[src/rtl/core/sfd_pkg.sv]
// Shared types, constants and the command classifier for the station frame deframer.
// No dependencies; imported by the parser, output stage, top level and testbench.
`default_nettype none

package sfd_pkg;

  localparam logic [7:0] START_BYTE = 8'hAA;
  localparam logic [7:0] END_BYTE   = 8'hDD;
  localparam int unsigned HEADER_BYTES = 6;

  localparam int unsigned CFG_W = 11;
  localparam logic [CFG_W-1:0] MAX_LEN_RESET = 11'd1024;

  localparam logic RK_DATA   = 1'b0;
  localparam logic RK_STATUS = 1'b1;

  // Known command words.
  localparam logic [15:0] CMD_CLOCK     = 16'd527;
  localparam logic [15:0] CMD_ADDRESS   = 16'd1039;
  localparam logic [15:0] CMD_OBS_A     = 16'd8207;
  localparam logic [15:0] CMD_OBS_B     = 16'd1551;
  localparam logic [15:0] CMD_OBS_C     = 16'd9487;
  localparam logic [15:0] CMD_IP_PORT   = 16'd3343;
  localparam logic [15:0] CMD_SENSOR_SW = 16'd2319;
  localparam logic [15:0] CMD_ERROR     = 16'd65039;
  localparam logic [15:0] CMD_CLOSE     = 16'd65295;
  localparam logic [15:0] CMD_HEARTBEAT = 16'd14863;

  localparam logic [3:0] CLS_OTHER     = 4'd0;
  localparam logic [3:0] CLS_CLOCK     = 4'd1;
  localparam logic [3:0] CLS_ADDRESS   = 4'd2;
  localparam logic [3:0] CLS_OBSERVE   = 4'd3;
  localparam logic [3:0] CLS_IP_PORT   = 4'd4;
  localparam logic [3:0] CLS_SENSOR_SW = 4'd5;
  localparam logic [3:0] CLS_ERROR     = 4'd6;
  localparam logic [3:0] CLS_CLOSE     = 4'd7;
  localparam logic [3:0] CLS_HEARTBEAT = 4'd8;

  typedef struct packed {
    logic        result_kind;
    logic [7:0]  payload_byte;
    logic [9:0]  byte_index;
    logic        frame_ok;
    logic [15:0] command;
    logic [3:0]  command_class;
    logic [15:0] source_addr;
    logic [15:0] dest_addr;
    logic [10:0] data_length;
    logic        checksum_ok;
  } result_t;

  function automatic logic [3:0] class_of(input logic [15:0] cmd);
    logic [3:0] cls;
    case (cmd) inside
      CMD_CLOCK:                      cls = CLS_CLOCK;
      CMD_ADDRESS:                    cls = CLS_ADDRESS;
      CMD_OBS_A, CMD_OBS_B, CMD_OBS_C: cls = CLS_OBSERVE;
      CMD_IP_PORT:                    cls = CLS_IP_PORT;
      CMD_SENSOR_SW:                  cls = CLS_SENSOR_SW;
      CMD_ERROR:                      cls = CLS_ERROR;
      CMD_CLOSE:                      cls = CLS_CLOSE;
      CMD_HEARTBEAT:                  cls = CLS_HEARTBEAT;
      default:                        cls = CLS_OTHER;
    endcase
    return cls;
  endfunction

endpackage

`default_nettype wire

[src/rtl/core/sfd_byte_if.sv]
// Valid/ready channel carrying one received link byte.
// No dependencies.
`default_nettype none

interface sfd_byte_if;
  logic       valid;
  logic       ready;
  logic [7:0] rx_byte;

  modport source (output valid, output rx_byte, input ready);
  modport sink   (input valid, input rx_byte, output ready);
endinterface

`default_nettype wire

[src/rtl/core/sfd_result_if.sv]
// Valid/ready channel carrying one deframer result: a data byte or a frame status.
// No dependencies.
`default_nettype none

interface sfd_result_if;
  logic        valid;
  logic        ready;
  logic        result_kind;
  logic [7:0]  payload_byte;
  logic [9:0]  byte_index;
  logic        frame_ok;
  logic [15:0] command;
  logic [3:0]  command_class;
  logic [15:0] source_addr;
  logic [15:0] dest_addr;
  logic [10:0] data_length;
  logic        checksum_ok;

  modport source (
    output valid, output result_kind, output payload_byte, output byte_index,
    output frame_ok, output command, output command_class, output source_addr,
    output dest_addr, output data_length, output checksum_ok,
    input  ready
  );
  modport sink (
    input  valid, input result_kind, input payload_byte, input byte_index,
    input  frame_ok, input command, input command_class, input source_addr,
    input  dest_addr, input data_length, input checksum_ok,
    output ready
  );
endinterface

`default_nettype wire

[src/rtl/core/sfd_parser.sv]
// Frame parser: phase state machine, header capture, checksum and result formation.
// Depends on sfd_pkg.
`default_nettype none

module sfd_parser
  import sfd_pkg::*;
#(
  parameter int unsigned MAX_DATA = 1024
) (
  input  wire logic             clk,
  input  wire logic             rst,
  input  wire logic             cfg_we,
  input  wire logic [CFG_W-1:0] cfg_wdata,
  input  wire logic             byte_fire,
  input  wire logic [7:0]       rx_byte,
  output logic                  res_valid,
  output result_t               res
);

  localparam int unsigned LEN_W = $clog2(MAX_DATA + 1);

  typedef enum logic [2:0] {
    PH_HUNT, PH_LEN_LO, PH_LEN_HI, PH_HEADER, PH_DATA, PH_SUM_LO, PH_SUM_HI, PH_END
  } phase_t;

  phase_t           phase;
  logic [CFG_W-1:0] max_data_len;
  logic [7:0]       len_lo;
  logic [LEN_W-1:0] data_len;
  logic [LEN_W-1:0] byte_count;
  logic [15:0]      command_word;
  logic [15:0]      source_word;
  logic [15:0]      dest_word;
  logic [15:0]      running_sum;
  logic [15:0]      received_sum;

  logic [15:0]      total;
  logic [16:0]      limit;
  logic             len_ok;
  logic [LEN_W-1:0] count_inc;
  logic [15:0]      sum_next;
  logic [31:0]      count_ext;
  logic [31:0]      len_ext;
  logic             end_good;

  always_comb begin
    total = {rx_byte, len_lo};
    if ({6'd0, max_data_len} > 17'(MAX_DATA)) begin
      limit = 17'(MAX_DATA);
    end else begin
      limit = {6'd0, max_data_len};
    end
    // Declared length covers the header too, so the data part is total minus the header.
    len_ok = (total >= 16'(HEADER_BYTES)) && ({1'b0, total} <= limit + 17'(HEADER_BYTES));
    count_inc = byte_count + 1'b1;
    sum_next  = running_sum + {8'd0, rx_byte};
    count_ext = 32'(byte_count);
    len_ext   = 32'(data_len);
    end_good  = (rx_byte == END_BYTE);
  end

  always_comb begin
    res = '0;
    res_valid = 1'b0;
    if (phase == PH_DATA) begin
      res_valid        = byte_fire;
      res.result_kind  = RK_DATA;
      res.payload_byte = rx_byte;
      res.byte_index   = count_ext[9:0];
    end else if (phase == PH_END) begin
      res_valid         = byte_fire;
      res.result_kind   = RK_STATUS;
      res.frame_ok      = end_good;
      res.command       = command_word;
      res.command_class = class_of(command_word);
      res.source_addr   = source_word;
      res.dest_addr     = dest_word;
      res.data_length   = len_ext[10:0];
      res.checksum_ok   = end_good && (running_sum == received_sum);
    end
  end

  always_ff @(posedge clk) begin
    if (rst) begin
      phase        <= PH_HUNT;
      max_data_len <= MAX_LEN_RESET;
      len_lo       <= '0;
      data_len     <= '0;
      byte_count   <= '0;
      command_word <= '0;
      source_word  <= '0;
      dest_word    <= '0;
      running_sum  <= '0;
      received_sum <= '0;
    end else begin
      if (cfg_we) begin
        max_data_len <= cfg_wdata;
      end
      if (byte_fire) begin
        unique case (phase)
          PH_HUNT: begin
            if (rx_byte == START_BYTE) begin
              phase <= PH_LEN_LO;
            end
          end
          PH_LEN_LO: begin
            len_lo <= rx_byte;
            phase  <= PH_LEN_HI;
          end
          PH_LEN_HI: begin
            if (len_ok) begin
              data_len     <= LEN_W'(total - 16'(HEADER_BYTES));
              byte_count   <= '0;
              running_sum  <= '0;
              command_word <= '0;
              source_word  <= '0;
              dest_word    <= '0;
              phase        <= PH_HEADER;
            end else begin
              phase <= PH_HUNT;
            end
          end
          PH_HEADER: begin
            running_sum <= sum_next;
            case (byte_count[2:0])
              3'd0:    command_word[7:0]  <= rx_byte;
              3'd1:    command_word[15:8] <= rx_byte;
              3'd2:    source_word[7:0]   <= rx_byte;
              3'd3:    source_word[15:8]  <= rx_byte;
              3'd4:    dest_word[7:0]     <= rx_byte;
              default: dest_word[15:8]    <= rx_byte;
            endcase
            if (byte_count == LEN_W'(HEADER_BYTES - 1)) begin
              byte_count <= '0;
              phase      <= (data_len == '0) ? PH_SUM_LO : PH_DATA;
            end else begin
              byte_count <= count_inc;
            end
          end
          PH_DATA: begin
            running_sum <= sum_next;
            byte_count  <= count_inc;
            if (count_inc >= data_len) begin
              phase <= PH_SUM_LO;
            end
          end
          PH_SUM_LO: begin
            received_sum <= {8'd0, rx_byte};
            phase        <= PH_SUM_HI;
          end
          PH_SUM_HI: begin
            received_sum[15:8] <= rx_byte;
            phase              <= PH_END;
          end
          PH_END: begin
            byte_count <= '0;
            phase      <= PH_HUNT;
          end
          default: phase <= PH_HUNT;
        endcase
      end
    end
  end

endmodule

`default_nettype wire

[src/rtl/core/sfd_out_buf.sv]
// Two-entry output stage: a result register plus a skid register.
// Depends on sfd_pkg.
`default_nettype none

module sfd_out_buf
  import sfd_pkg::*;
(
  input  wire logic    clk,
  input  wire logic    rst,
  input  wire logic    push,
  input  wire result_t push_data,
  output logic         can_take,
  output logic         out_valid,
  input  wire logic    out_ready,
  output result_t      out_data
);

  logic    main_valid;
  logic    skid_valid;
  result_t main_data;
  result_t skid_data;
  logic    main_free;

  // The skid entry only fills while the main entry is held, so a free skid
  // means one more result can always be absorbed.
  assign can_take  = !skid_valid;
  assign main_free = !main_valid || out_ready;
  assign out_valid = main_valid;
  assign out_data  = main_data;

  always_ff @(posedge clk) begin
    if (rst) begin
      main_valid <= 1'b0;
      skid_valid <= 1'b0;
    end else if (main_free) begin
      if (skid_valid) begin
        main_valid <= 1'b1;
        skid_valid <= 1'b0;
      end else begin
        main_valid <= push;
      end
    end else if (push) begin
      skid_valid <= 1'b1;
    end
  end

  always_ff @(posedge clk) begin
    if (main_free) begin
      if (skid_valid) begin
        main_data <= skid_data;
      end else if (push) begin
        main_data <= push_data;
      end
    end else if (push) begin
      skid_data <= push_data;
    end
  end

endmodule

`default_nettype wire

[src/rtl/core/station_frame_deframer.sv]
// Station frame deframer top level: byte input channel, result output channel, limit register.
// Depends on sfd_pkg, sfd_byte_if, sfd_result_if, sfd_parser and sfd_out_buf.
//
//   port        direction  width  purpose
//   byte_ch     sink       8      received link bytes, one per transfer
//   result_ch   source     84     data byte results and end-of-frame status
//   cfg_we/     in         1/11   write of the largest accepted data length
//   cfg_wdata
//
// One byte is taken per cycle unless byte_ch stalls; any result it makes is registered.
// The parser state machine updates in the same cycle a byte is taken.
// A two-entry output stage lets byte_ch keep flowing while one result waits;
// byte_ch stalls only when both entries hold results.
// Reset (synchronous) returns to hunting and sets the limit to 1024.
`default_nettype none

module station_frame_deframer
  import sfd_pkg::*;
#(
  parameter int unsigned MAX_DATA = 1024
) (
  input  wire logic             clk,
  input  wire logic             rst,
  sfd_byte_if.sink              byte_ch,
  sfd_result_if.source          result_ch,
  input  wire logic             cfg_we,
  input  wire logic [CFG_W-1:0] cfg_wdata
);

  logic    byte_fire;
  logic    res_valid;
  result_t res;
  logic    can_take;
  result_t out_data;

  assign byte_ch.ready = can_take;
  assign byte_fire     = byte_ch.valid && can_take;

  sfd_parser #(
    .MAX_DATA (MAX_DATA)
  ) u_parser (
    .clk       (clk),
    .rst       (rst),
    .cfg_we    (cfg_we),
    .cfg_wdata (cfg_wdata),
    .byte_fire (byte_fire),
    .rx_byte   (byte_ch.rx_byte),
    .res_valid (res_valid),
    .res       (res)
  );

  sfd_out_buf u_out_buf (
    .clk       (clk),
    .rst       (rst),
    .push      (res_valid),
    .push_data (res),
    .can_take  (can_take),
    .out_valid (result_ch.valid),
    .out_ready (result_ch.ready),
    .out_data  (out_data)
  );

  assign result_ch.result_kind   = out_data.result_kind;
  assign result_ch.payload_byte  = out_data.payload_byte;
  assign result_ch.byte_index    = out_data.byte_index;
  assign result_ch.frame_ok      = out_data.frame_ok;
  assign result_ch.command       = out_data.command;
  assign result_ch.command_class = out_data.command_class;
  assign result_ch.source_addr   = out_data.source_addr;
  assign result_ch.dest_addr     = out_data.dest_addr;
  assign result_ch.data_length   = out_data.data_length;
  assign result_ch.checksum_ok   = out_data.checksum_ok;

`ifndef SYNTHESIS
  // Input only stalls when a result is already waiting at the output.
  a_stall_needs_result: assert property (@(posedge clk) disable iff (rst)
    !byte_ch.ready |-> result_ch.valid)
    else $error("byte channel stalled with no result pending");

  // A result is produced only for a byte that was actually transferred.
  a_result_needs_byte: assert property (@(posedge clk) disable iff (rst)
    res_valid |-> byte_fire)
    else $error("result formed without an input transfer");

  // Data results carry no status flags.
  a_data_no_flags: assert property (@(posedge clk) disable iff (rst)
    result_ch.valid && (result_ch.result_kind == RK_DATA) |->
      !result_ch.frame_ok && !result_ch.checksum_ok)
    else $error("status flags set on a data result");

  // A matching checksum is never reported for a frame with a bad end byte.
  a_sum_needs_frame: assert property (@(posedge clk) disable iff (rst)
    result_ch.valid && result_ch.checksum_ok |-> result_ch.frame_ok)
    else $error("checksum_ok without frame_ok");
`endif

endmodule

`default_nettype wire

[src/flat_wrapper.sv]
// flat-port wrapper written by rule: the top's interface ports become plain ports
module station_frame_deframer_flat import sfd_pkg::*;
#(
  parameter int unsigned MAX_DATA = 1024
)
  (clk, rst, cfg_we, cfg_wdata, byte_ch_valid, byte_ch_rx_byte, byte_ch_ready, result_ch_valid, result_ch_result_kind, result_ch_payload_byte, result_ch_byte_index, result_ch_frame_ok, result_ch_command, result_ch_command_class, result_ch_source_addr, result_ch_dest_addr, result_ch_data_length, result_ch_checksum_ok, result_ch_ready);
  sfd_byte_if byte_ch_i ();
  sfd_result_if result_ch_i ();
  input  wire logic clk;
  input  wire logic rst;
  input  wire logic cfg_we;
  input  wire logic [CFG_W-1:0] cfg_wdata;
  input wire logic [$bits(byte_ch_i.valid)-1:0] byte_ch_valid;
  input wire logic [$bits(byte_ch_i.rx_byte)-1:0] byte_ch_rx_byte;
  output wire logic [$bits(byte_ch_i.ready)-1:0] byte_ch_ready;
  output wire logic [$bits(result_ch_i.valid)-1:0] result_ch_valid;
  output wire logic [$bits(result_ch_i.result_kind)-1:0] result_ch_result_kind;
  output wire logic [$bits(result_ch_i.payload_byte)-1:0] result_ch_payload_byte;
  output wire logic [$bits(result_ch_i.byte_index)-1:0] result_ch_byte_index;
  output wire logic [$bits(result_ch_i.frame_ok)-1:0] result_ch_frame_ok;
  output wire logic [$bits(result_ch_i.command)-1:0] result_ch_command;
  output wire logic [$bits(result_ch_i.command_class)-1:0] result_ch_command_class;
  output wire logic [$bits(result_ch_i.source_addr)-1:0] result_ch_source_addr;
  output wire logic [$bits(result_ch_i.dest_addr)-1:0] result_ch_dest_addr;
  output wire logic [$bits(result_ch_i.data_length)-1:0] result_ch_data_length;
  output wire logic [$bits(result_ch_i.checksum_ok)-1:0] result_ch_checksum_ok;
  input wire logic [$bits(result_ch_i.ready)-1:0] result_ch_ready;
  assign byte_ch_i.valid = byte_ch_valid;
  assign byte_ch_i.rx_byte = byte_ch_rx_byte;
  assign byte_ch_ready = byte_ch_i.ready;
  assign result_ch_valid = result_ch_i.valid;
  assign result_ch_result_kind = result_ch_i.result_kind;
  assign result_ch_payload_byte = result_ch_i.payload_byte;
  assign result_ch_byte_index = result_ch_i.byte_index;
  assign result_ch_frame_ok = result_ch_i.frame_ok;
  assign result_ch_command = result_ch_i.command;
  assign result_ch_command_class = result_ch_i.command_class;
  assign result_ch_source_addr = result_ch_i.source_addr;
  assign result_ch_dest_addr = result_ch_i.dest_addr;
  assign result_ch_data_length = result_ch_i.data_length;
  assign result_ch_checksum_ok = result_ch_i.checksum_ok;
  assign result_ch_i.ready = result_ch_ready;
  station_frame_deframer #(.MAX_DATA(MAX_DATA)) u_core (.clk(clk), .rst(rst), .byte_ch(byte_ch_i), .result_ch(result_ch_i), .cfg_we(cfg_we), .cfg_wdata(cfg_wdata));
endmodule
[config.mk]
export PLATFORM = sky130hd
export DESIGN_NAME = station_frame_deframer_flat
export DESIGN_NICKNAME = d
export VERILOG_FILES = /design/src/rtl/core/sfd_pkg.sv /design/src/rtl/core/sfd_byte_if.sv /design/src/rtl/core/sfd_result_if.sv /design/src/rtl/core/sfd_parser.sv /design/src/rtl/core/sfd_out_buf.sv /design/src/rtl/core/station_frame_deframer.sv /design/src/flat_wrapper.sv
export SDC_FILE = /design/constraint.sdc
export NUM_CORES = 1
export LEC_CHECK = 0
export BUFFER_PORTS_ARGS = -buffer_cell sky130_fd_sc_hd__buf_2
export CAP_MARGIN = 20
export CORE_AREA = 2 2 215 217
export CTS_BUF_LIST = sky130_fd_sc_hd__clkbuf_4
export CTS_CLUSTER_DIAMETER = 40
export DETAILED_ROUTE_END_ITERATION = 6
export DIE_AREA = 0 0 217 219
export PLACE_DENSITY = 0.42
export SYNTH_ARGS = -nofsm -noshare
export SYNTH_HDL_FRONTEND = slang
export SYNTH_SLANG_ARGS = --single-unit
[constraint.sdc]
create_clock -name clk -period 9.9 [get_ports clk]
set_input_delay 0.99 -clock clk [delete_from_list [all_inputs] [get_ports clk]]
set_output_delay 0.99 -clock clk [all_outputs]
set_load 0.1 [all_outputs]
# Word level (Yosys, flattened, before mapping)
# Index checks and enable logic that the tools add are counted.
dict set report word_totals {
  output_inout_bits 86
  wordCells 153
  in_bits 24
  regBits 294
}
dict set report classes {
  muxes 40
  magnitude_cmp 4
  reduce_logical 33
  bitwise 1
  eq_ne 35
  n_addsub 4
}
# op n
set ops {}
lappend ops {{two-way mux 84 bit} 2}
lappend ops {{two-way mux 65 bit} 2}
lappend ops {{one-hot mux 16 bit (2 select lines)} 4}
lappend ops {{== test 16 x 14 -> 1 bit, second input constant} 3}
lappend ops {{two-way mux 8 bit} 6}
lappend ops {{one-hot mux 11 bit (4 select lines)} 1}
lappend ops {{two-way mux 11 bit} 3}
lappend ops {{== test 16 x 11 -> 1 bit, second input constant} 2}
lappend ops {{== test 16 x 12 -> 1 bit, second input constant} 2}
lappend ops {{== test 16 bit, second input constant} 2}
lappend ops {{two-way mux 4 bit} 8}
lappend ops {{AND reduction 4 bit} 7}
lappend ops {{one-hot mux 3 bit (8 select lines)} 1}
lappend ops {{two-way mux 18 bit} 1}
lappend ops {{adder 17 x 3 -> 17 bit, second input constant} 1}
lappend ops {{<= comparator 16 x 17 -> 1 bit} 1}
lappend ops {{adder 16 x 8 -> 16 bit} 1}
lappend ops {{== test 16 x 10 -> 1 bit, second input constant} 1}
lappend ops {{== test 16 bit} 1}
lappend ops {{== test 8 bit, second input constant} 2}
lappend ops {{>= comparator 16 x 3 -> 1 bit, second input constant} 1}
lappend ops {{two-way mux 16 bit} 1}
lappend ops {{one-hot mux 8 bit (2 select lines)} 1}
lappend ops {{== test 3 bit, second input constant} 5}
lappend ops {{25 further kinds} 58}

# Longest topological paths before layout
# Gate-level depths: netlist (run 1).
dict set report depth {
  ltp_word 13
  ltp_mapped 16
  depth_no_buf 13
}

# Modules after synthesis
# Synthesis (run 1) repeated with hierarchy kept, for this count alone.
dict set report hier_totals {
  cells_unflattened 1151
  area_unflattened_um2 13480.4
}
# module cells_each seq_area_each_um2 n_inst area_each_um2
set modules_own_cells {}
lappend modules_own_cells {sfd_parser 878 2482.4 1 7144.4}
lappend modules_own_cells {sfd_out_buf 272 5084.9 1 6329.8}
lappend modules_own_cells {station_frame_deframer 1 0.0 1 6.3}

# Worst setup path after synthesis (run 1)
# Ideal clock, no wire load.
dict set report synth_timing {
  path_kind {input port to flip-flop}
  startpoint {in result_ch_ready}
  endpoint {reg u_core.u_out_buf.skid_data[0] in the netlist's numbering, enable pin}
  t_arrival_ps 7377
  required_ps 9249
  path_slack_ps 1872
  setup_time_ps 651
  cell_stages 2
  n_path_buf 0
  path_cell_list {nand2b_1 a211oi_1}
}
dict set report synth_between {
  elab_chain_len 3
}
# item line_no
set synth_lines {}
lappend synth_lines {{start, declared} flat_wrapper.sv:27} ;# input wire logic [$bits(result_ch_i.ready)-1:0] result_ch_ready;
lappend synth_lines {{logical OR 1 bit} sfd_out_buf.sv:27} ;# assign main_free = !main_valid || out_ready;
lappend synth_lines {{NOT 1 bit (no source line)} -}
lappend synth_lines {{AND reduction 2 bit (no source line)} -}
lappend synth_lines {{end signal, assigned} sfd_out_buf.sv:55} ;# skid_data <= push_data;
lappend synth_lines {{end, declared} sfd_out_buf.sv:21} ;# result_t skid_data;
# No other way between the ends.
# A chain may end at the register's enable or synchronous reset.

# Worst setup path in the final report (run 1)
dict set report layout_timing {
  startpoint {reg u_core.u_parser.phase[0]}
  endpoint {reg u_core.u_out_buf.main_data (netlist bit u_core.u_out_buf.out_data[74]), enable pin}
}
dict set report layout_between {
  elab_chain_len 5
  elab_cells_between_ends 6
  classes_between {eq/ne (2); mux (2); reduce/logical (2)}
}
# item line_no
set layout_lines {}
lappend layout_lines {{start, declared} sfd_parser.sv:26} ;# phase_t phase;
lappend layout_lines {{start signal, assigned} sfd_parser.sv:135} ;# phase <= (data_len == '0) ? PH_SUM_LO : PH_DATA;
lappend layout_lines {{== test 3 bit} sfd_parser.sv:70} ;# end else if (phase == PH_END) begin
lappend layout_lines {{two-way mux 1 bit} sfd_parser.sv:70}
lappend layout_lines {{two-way mux 1 bit *} sfd_parser.sv:65} ;# if (phase == PH_DATA) begin
lappend layout_lines {{nonzero test 2 bit (no source line) *} -}
lappend layout_lines {{AND reduction 2 bit (no source line) *} -}
lappend layout_lines {{end signal, assigned} sfd_out_buf.sv:50} ;# main_data <= skid_data;
lappend layout_lines {{end signal, assigned} sfd_out_buf.sv:52} ;# main_data <= push_data;
lappend layout_lines {{end, declared} sfd_out_buf.sv:20} ;# result_t main_data;
# Every way passes the cells marked *; elsewhere a longest branch is shown, timed or not.

==> results of run 1 <==
worst max-delay path: cells and delay by family (launching register included):
family | cells | cell delay [ps]
buf+inv | 1 | 690
compound gates | 1 | 150
simple gates | 4 | 2290
flops | 1 | 520
report_power, final:
group / internal, mW / switching (mW) / leakage, nW
logic: 0.0211 / 0.0483 / 2.55
clock network: 0.711 / 0.556 / 0.739
registers: 1.28 / 0.00434 / 2.53
total: 2.01 / 0.609 / 5.82
path summary, 6_finish.rpt:
path                                        from                                to  cells past startpoint
setup / recovery        u_core.u_parser.phase[0]     u_core.u_out_buf.out_data[74]                      6
hold / removal                     cfg_wdata[10]  u_core.u_parser.max_data_len[10]                      2
setup reg to reg        u_core.u_parser.phase[0]     u_core.u_out_buf.out_data[74]                      6
hold reg to reg   u_core.u_parser.source_word[1]    u_core.u_parser.source_word[1]                      1
area by class of cell:
cell class                 instances  area (sq um)
multi-input combinational        770          5460
inverter                          34           128
clock inverter                    32           215
sequential                       294          7570
timing repair buffer             119           628
fill                            4631         29300
antenna                            1          2.50
tap                              600           751
clock buffer                     137          1030
flip-flops by register name, summed over array words and instances, names as in the netlist, 3 cells and up:
signal,cells
u_core.u_parser.source_word,16
u_core.u_parser.command_word,16
u_core.u_parser.dest_word,16
u_core.u_parser.max_data_len,11
u_core.u_parser.phase,3
u_core.u_parser.byte_count,11
u_core.u_parser.running_sum,16
u_core.u_parser.received_sum,16
u_core.u_parser.data_len,11
u_core.u_parser.len_lo,8
u_core.u_out_buf.out_data,84
u_core.u_out_buf.skid_data,84
cells in the mapped netlist (all sizes together) (17+ instances only):
master / n
xor2: 30
nand2: 98
o21ai: 24
nor4: 17
edfxtp: 168
nor2: 78
nand2b: 18
mux2: 64
ha: 38
clkbuf: 50
dfxtp: 126
buf: 18
and2: 53
nand3: 45
a21oi: 59
a32o: 32
a211oi: 18
and3: 20
mux2i: 18
inv: 34
o31ai: 24
routing by layer:
layer / GRT usage [%] / part of all wire [%]
met1: 20.6 / 48
met2: 23.2 / 44
met3: 3.81 / 5.2
met4: 5.94 / 2.1
met5: 0 / 0
kinds of logic (layout without fill, tap and decap cells):
group,Yosys count,count (layout)
AND/OR/NAND/NOR,386,386
flip-flops,294,294
AO/OA/AOI/OAI,218,218
buffers and inverters,102,322
multiplexers,82,82
XOR/XNOR,44,44
adder cells (fa/ha/maj),39,39
other,1,2
stage by stage:
stage / hold slack (ps) / instances / total power [mW] / instance area (sq um)
finish: 418 / 1987 / 2.62 / 15800
floorplan: 434 / 1166 / 1.35 / 13400
global route: 362 / 1987 / 2.75 / 15800
CTS: 325 / 1984 / 2.68 / 15800
global placement: 446 / 1815 / 1.38 / 14500
detailed placement: 450 / 1815 / 1.38 / 14500
==> metrics.md, run 1 <==
| Metric | Value |
|---|---|
| CTS sink count | `between 200 and 300` |
| Ports | `110` |
| Worst setup path class | `reg2reg` |
| DRC Markers | `0` |
| Core Area | `45100 sq um` |
| Clk slew on worst S/H paths | `60 ps` |
| Most frequent cells in the layout | `edfxtp_1, clkbuf_4, dfxtp_1, buf_2, nand2_1` |
| Data arrival, critical path | `4510 ps` |
| Critical path startpoint category | `register` |
| Critical path endpoint category | `register` |
| Min Tclk post-route | `4110 ps` |
| Latest clock arrival within the worst-skew pair | `800 ps` |
| Slew Limit Fails | `0` |
| Final ANT Viol Nets | `0` |
| CP max stage delay | `790 ps` |
| Total wire length | `35300 um` |
| Clk_skew | `38.6 ps` |
| Number of global-route vias before repair | `9734` |
| Die Wd | `217 um` |
| MaxCap Viol Count | `0` |
| Via/cell ratio | `a little under 5` |
| CP max-delay cell | `nor2b_4` |
| Cell mode on critical path | `nand2_1` |
| Post-synthesis xor/xnor area fraction | `2.87%` |
| Die ar. | `47500 sq um` |
| Netlist cell types | `70` |
| Setup TNS | `0 ps` |
| RSZ-0062 raised after global routing | `false` |
| DRT Pass-1 Iters | `5` |
| Cell Pwr Density | `166 nW/um^2` |
| Fin util | `35.0%` |
| CTS Root Cell | `clkbuf_4` |
| Ys async rst share | `0%` |
| Hold Crit Class | `in2reg` |
| GRT Resource Usage Total | `15.2%` |
| Synth Flop Type | `edfxtp_1` |
| Ranking of synthesized cells by area | `edfxtp_1, dfxtp_1, mux2_2` |
| Crit path cell chain | `nor2_1 > nand2_1 > nand2_1 > a21oi_1 > nor2b_4 > buf_4` |
| Max Root-Sink Buffers | `3` |
| Worst-Margin Slew | `1060 ps` |
| R2R Setup Slk | `a little under 6000 ps` |
| DPL Wire Length | `23000 um` |
| Number of cell rows | `between 70 and 80` |
| Lkg Pwr | `5.82 nW` |
| Share of cells above drive strength 1 | `26.4%` |
| Max-slew headroom | `between 20% and 30%` |
| CTS resizes | `0` |
| Critical path required time | `10300 ps` |
| CTS Hold Bufs | `0` |
| Synth Register Bits | `294` |
| Gate count after technology mapping | `1166` |
| DIE HEIGHT | `between 200 and 250 um` |
| CTS tree | `built` |
| PortBufs | `109` |
| Adder-cell share of the synthesized area | `3.70%` |
| Fin worst setup slack | `5790 ps` |
| Mapped cell area | `around 13000 sq um` |
| Top cell type by total area after synthesis | `edfxtp_1` |
| First-pass GRT wire length | `approximately 56000 um` |
| Total of warnings raised by yosys | `0` |
| Hold Violations, Final | `0` |
| H-tree depth | `3` |
| Total grt overflow | `0` |
| Area Growth Syn to Fin | `17.7%` |
| Initial cell density of the core | `29.7%` |
| Commonest non-fill, non-tap cell in the layout | `edfxtp_1` |
| Mapped Nets | `1229` |
| Largest family of logic cells by synthesized area | `simple AND/OR/NAND/NOR gates` |
| Outcome | `finished, final reports clean` |
| Wire per inst | `17.7 um` |
| Fin crit share | `about two fifths` |
| Post-CTS Repair Setup Buffers | `0` |
| Peak VDD IR | `0.0000762 V` |
| Iter 0 DRT Violations | `458` |
| Clock buffer count from CTS | `91` |
| Critical path peak fanout | `52` |
| FMAX | `about 240 MHz` |
| Post-synthesis compound-gate area fraction | `12.3%` |
| EDFF count, synth | `168` |
| Routed vias | `roughly 9600` |
| Setup violations, final | `0` |
| Mux contribution to synthesized area | `6.72%` |
| Syn Area/Cell | `approximately 11 sq um` |
| Largest net degree at the start of global routing | `74` |
| Initial antenna violation count | `1` |
| Register area share after synthesis | `56.4%` |
| Post-synth top area share | `37.6%` |
| Synth Area in Simple Gates | `14.9%` |
| Pre-CTS WS | `approximately 5700 ps` |
| Gpl congestion | `0.752` |
| Final nets | `1373` |
Note: power is estimated with default switching activity, not from simulation.
==> run 2, diff against run 1 <==
clock period = 3.8 ns   (was 9.9 ns; I/O delays follow)
==> metrics.md, run 2 (synthesis gave the netlist of run 1 again) <==
| Metric | Value |
|---|---|
| Outcome | `finished, final reports clean` |
| Wire per inst | `between 15 and 20 um` |
| Combinational Power Share | `3.1%` |
| Lkg Pwr | `5.97 nW` |
| Cell Pwr Density | `413 nW/um^2` |
| DRT Pass-1 Iters | `5` |
| Critical path endpoint category | `register` |
| Final nets | `1411` |
| Hold Crit Class | `in2reg` |
| Core Area | `45100 sq um` |
| CTS sink count | `294` |
| Non-filler cells, final | `2017` |
| Cell mode on critical path | `ha_1` |
| Clk pwr share | `46.6%` |
| DIE HEIGHT | `219 um` |
| RSZ-0062 raised after global routing | `true` |
| Final instance area | `16100 sq um` |
| DRC Markers | `0` |
| CP max stage delay | `550 ps` |
| Share of cells above drive strength 1 | `a little over a quarter` |
| Tot Pwr | `6.65 mW` |
| H-tree depth | `3` |
| Placed cells | `1842` |
| Peak VDD IR | `0.000178 V` |
| CP max-delay cell | `or4_4` |
| CTS Root Cell | `clkbuf_4` |
| GRT Resource Usage Total | `15.0%` |
| Setup violations, final | `0` |
| Critical path startpoint category | `register` |
| Initial cell density of the core | `29.7%` |
| Min Tclk post-route | `~3500 ps` |
| Crit path cell chain | `nand2b_1 > ha_1 > nor4_1 > xor2_1 > nand2_1 > ha_1 > nand4_1 > or4_4 > a21oi_4 > a41oi_4 > or3_1 > buf_4 > nor2_1 > a211oi_2` |
| CTS resizes | `0` |
| Slew Limit Fails | `0` |
| Crit path buf inv count | `1` |
| Ports | `110` |
| Via/cell ratio | `between 4 and 5` |
| MaxCap Viol Count | `0` |
| Commonest non-fill, non-tap cell in the layout | `edfxtp_1` |
| Int Power | `5.14 mW` |
| Total grt overflow | `0` |
| DPL Wire Length | `23300 um` |
| Hold Violations, Final | `0` |
| Critical path peak fanout | `23` |
| Max Root-Sink Buffers | `3` |
| Sequential power share | `50.3%` |
| Sw Share | `22.6%` |
| Gpl congestion | `between 0.7 and 0.8` |
| Largest net degree at the start of global routing | `60` |
| Die Wd | `217 um` |
| Routed vias | `9558` |
| CTS tree | `built` |
| Most frequent cells in the layout | `edfxtp_1, clkbuf_4, dfxtp_1, buf_2, nand2_1` |
| Area Growth Syn to Fin | `20.1%` |
| Number of cell rows | `slightly below 80` |
| Switch Pwr | `1.50 mW` |
| First-pass GRT wire length | `55500 um` |
| Delay-heaviest family, CP | `simple AND/OR/NAND/NOR gates` |
| Number of global-route vias before repair | `9600` |
| Final ANT Viol Nets | `0` |
| Clock buffer count from CTS | `85` |
| Worst setup path class | `reg2reg` |
| Clk slew on worst S/H paths | `70 ps` |
| Fin crit share | `between 90% and 100%` |
| Data arrival, critical path | `4110 ps` |
| Worst-Margin Slew | `939 ps` |
| Dpl cell area | `between 10000 and 15000 sq um` |
| Max-slew headroom | `37.1%` |
| Post-CTS Repair Setup Buffers | `0` |
| FMAX | `roughly 290 MHz` |
| Die ar. | `around 48000 sq um` |
| Critical path required time | `4420 ps` |
| Total wire length | `around 35000 um` |
| Latest clock arrival within the worst-skew pair | `780 ps` |
| Initial antenna violation count | `2` |
| Iter 0 DRT Violations | `approximately 460` |
| PortBufs | `109` |
| Clk_skew | `62.3 ps` |
## run 2: what timing repair did
| item | in CTS | in global routing |
|---|---|---|
| hold buffers | 19 | 0 |
| endpoints found under the setup margin | 0 | 1 |
| hold endpoints to repair | 14 | 0 |
## run 2: worst reg2reg max path, delay by kind of cell (launching register included)
family,cells,cell delay (ps)
AOI/OAI and AO/OA,3,340
DFF,1,310
xor gates and xnor gates,1,170
buffers and inverters,1,240
and+or+nand+nor,7,1780
adders and majority gates,2,540
## run 2: worst paths after layout
| path | from | endpoint | slack (ps) | cells after the start |
|---|---|---|---|---|
| hold / removal | byte_ch_rx_byte[1] | u_core.u_parser.received_sum[9] | 80 | 3 |
| hold reg to reg | u_core.u_parser.source_word[2] | u_core.u_parser.source_word[2] | 460 | 1 |
| setup / recovery | u_core.u_parser.max_data_len[10] | u_core.u_parser.data_len[6] | 310 | 14 |
| setup reg to reg | u_core.u_parser.max_data_len[10] | u_core.u_parser.data_len[6] | 310 | 14 |
## run 2: layout make-up
class / count / area [sq um]
sequential: 294 / 7570
multi-input combinational: 770 / 5460
clock inverter: 21 / 138
clock buffer: 134 / 1010
inverter: 34 / 128
tap: 600 / 751
antenna: 1 / 2.50
timing repair buffer: 163 / 1050
fill: 4612 / 29000
## run 2: metal layers
| layer | wire length (um) | GRT usage (%) | part of all wire [%] | vias to the layer above |
|---|---|---|---|---|
| li1 | - | - | - | 4745 |
| met1 | 16500 | 20.2 | 47 | 4518 |
| met2 | 15700 | 23.2 | 45 | 239 |
| met3 | 1910 | 3.45 | 5.5 | 56 |
| met4 | 718 | 6.19 | 2.1 | 0 |
| met5 | 0 | 0 | 0 | - |
## run 2: metrics by stage
step                utilization [%]  setup TNS, ps  setup WS [ps]  hold slack, ps
finish                         35.7              0            312            83.3
global route                   35.7          -3.35          -3.35            34.5
CTS                            35.7              0            274           0.120
detailed placement             32.7              0            303             448
global placement               32.7              0            322             444
floorplan                         -              0           65.5             434
## run 2: power groups by stage
stage | clock network (mW) | logic, mW | registers [mW]
floorplan | 0 | 0.111 | 3.42
global placement | 0 | 0.190 | 3.41
detailed placement | 0 | 0.189 | 3.41
CTS | 3.24 | 0.206 | 3.35
global route | 3.40 | 0.225 | 3.34
finish | 3.10 | 0.203 | 3.35
==> run 3, diff against run 2 <==
CORE_AREA = 2 2 161 163   (was 2 2 215 217)
DIE_AREA = 0 0 163 165   (was 0 0 217 219)
PLACE_DENSITY = 0.69   (was 0.42)
==> metrics.md, run 3 (synthesis gave the netlist of run 1 again) <==
| Metric | Value |
|---|---|
| PortBufs | `109` |
| Final instance area | `about 15000 sq um` |
| Min Tclk post-route | `3480 ps` |
| Latest clock arrival within the worst-skew pair | `around 700 ps` |
| Commonest non-fill, non-tap cell in the layout | `edfxtp_1` |
| Fin crit share | `between 90% and 100%` |
| Core Area | `25000 sq um` |
| Dpl cell area | `between 10000 and 15000 sq um` |
| Peak VDD IR | `about 0.00026 V` |
| Hold Violations, Final | `0` |
| DIE HEIGHT | `165 um` |
| Area Growth Syn to Fin | `15.4%` |
| Total wire length | `29300 um` |
| DPL Wire Length | `19200 um` |
| Outcome | `finished, final reports clean` |
| Final ANT Viol Nets | `0` |
| Lkg Pwr | `slightly below 6 nW` |
| Max Root-Sink Buffers | `3` |
| Critical path startpoint category | `register` |
| Routed vias | `~9700` |
| Fin worst setup slack | `317 ps` |
| Pre-CTS WS | `about 240 ps` |
| HP Start | `result_ch_ready` |
| Hold Crit Class | `in2reg` |
| Wire per inst | `17.0 um` |
| Die ar. | `26900 sq um` |
| Setup TNS | `0 ps` |
| Critical path required time | `roughly 4400 ps` |
| Clock buffer count from CTS | `77` |
| Share of cells above drive strength 1 | `around 26%` |
| Number of cell rows | `58` |
| DRT Pass-1 Iters | `5` |
| Slew Limit Fails | `0` |
| Hold Path End | `u_core.u_out_buf.skid_valid` |
| Reg-to-reg endpoint | `u_core.u_parser.data_len[7]` |
| FMAX | `287 MHz` |
| Cell mode on critical path | `ha_1` |
| CP max-delay cell | `or4_4` |
| Clk slew on worst S/H paths | `70 ps` |
| DRC Markers | `0` |
| Setup violations, final | `0` |
| Via/cell ratio | `5.59` |
| FF-to-FF path depth | `14` |
| Largest net degree at the start of global routing | `57` |
| Number of global-route vias before repair | `9318` |
| Clk_skew | `51.1 ps` |
| Critical path endpoint category | `register` |
| Die Wd | `roughly 160 um` |
| Gpl congestion | `0.886` |
| Iter 0 DRT Violations | `between 800 and 900` |
| CP max stage delay | `540 ps` |
| Most frequent cells in the layout | `edfxtp_1, dfxtp_1, clkbuf_4, buf_2, nand2_1` |
| Worst-Margin Slew | `approximately 1100 ps` |
| Max-slew headroom | `~27%` |
| RR Startpoint | `u_core.u_parser.max_data_len[10]` |
| Crit path buf inv count | `1` |
| CTS Root Cell | `clkbuf_4` |
| Data arrival, critical path | `4030 ps` |
| Ports | `110` |
| R2R Setup Slk | `320 ps` |
| Initial antenna violation count | `2` |
| CTS tree | `built` |
| Initial cell density of the core | `between 50 and 60%` |
| CP startpoint | `u_core.u_parser.max_data_len[10]` |
| GRT Resource Usage Total | `22.2%` |
| Cell Pwr Density | `398 nW/um^2` |
| Worst setup path class | `reg2reg` |
| Delay-heaviest family, CP | `simple AND/OR/NAND/NOR gates` |
| H-tree depth | `3` |
| First-pass GRT wire length | `~47000 um` |
| Crit path cell chain | `nand2b_1 > ha_1 > nor4_1 > xor2_1 > nand2_1 > ha_1 > nand4_1 > or4_4 > a21oi_4 > a41oi_4 > or3_1 > buf_4 > nor2_1 > a211oi_2` |
| Final nets | `1392` |
| Worst hold path depth | `3` |
| Critical path peak fanout | `23` |
| CTS sink count | `294` |
| Total grt overflow | `0` |
| RSZ-0062 raised after global routing | `false` |
| MaxCap Viol Count | `0` |
run 3: cell count changes in the layout (fill, tap and decap cells not counted), moves of 2 or more:
cell           previous run  this run
clkbuf_4                134       110
clkinv_1                 13        26
dlygate4sd3_1            19        11
clkinv_2                  5         1
clkinvlp_4                0         3
diode_2                   1         4
buf_12                    4         2
bufinv_16                 2         0
run 3: timing repair:
action,in CTS,in global routing
gates resized for setup,0,0
hold endpoints to repair,11,0
endpoints found under the setup margin,0,7
hold buffers,11,0
setup buffers,0,3
run 3: area by class of cell:
type,count,area [sq um]
Antenna cell,4,10.0
Clock buffer,110,826
Clock inverter,34,150
Fill cell,2025,9560
Inverter,34,128
Multi-Input combinational cell,770,5460
Sequential cell,294,7570
Tap cell,330,413
Timing Repair Buffer,152,923
run 3: where the power goes:
group | internal (mW) | switching, mW
sequential | 3.34 | 0.0101
combinational | 0.0678 | 0.125
clock | 1.35 | 1.27
total | 4.76 | 1.40
run 3: stage by stage:
stage	power [mW]	cells	hold slack, ps	utilization, %
floorplan	3.53	1166	434	-
global placement	3.60	1566	441	57.3
detailed placement	3.60	1566	447	57.3
CTS	6.24	1721	102	61.7
global route	6.44	1728	121	61.8
finish	6.16	1728	137	61.8
run 3: worst max-delay path by stage:
stage | end | slack (ps) | cells after the start
2_1_floorplan | u_core.u_out_buf.skid_data[0] | 70 | 5
5_1_grt | u_core.u_parser.data_len[10] | 60 | 14
4_1_cts | u_core.u_parser.data_len[9] | 210 | 14
3_5_place_dp | u_core.u_parser.data_len[9] | 240 | 14
3_3_place_gp | u_core.u_parser.data_len[1] | 310 | 14
6_report | u_core.u_parser.data_len[7] | 320 | 14
run 3: layer usage:
layer | global-route usage (%) | up-vias | wire length (um)
met5 | 0 | - | 13
met3 | 5.05 | 57 | 1940
li1 | - | 4695 | -
met1 | 29.4 | 4568 | 13100
met2 | 35.9 | 329 | 13700
met4 | 7.76 | 2 | 551
run 3: worst reg2reg max path: cells and delay by family (launching register included):
kind	cells	cell delay [ps]
AO/OA/AOI/OAI	3	340
flip-flops	1	320
XOR/XNOR	1	170
adder cells (fa/ha/maj)	2	550
AND/OR/NAND/NOR	7	1760
buffers and inverters	1	230
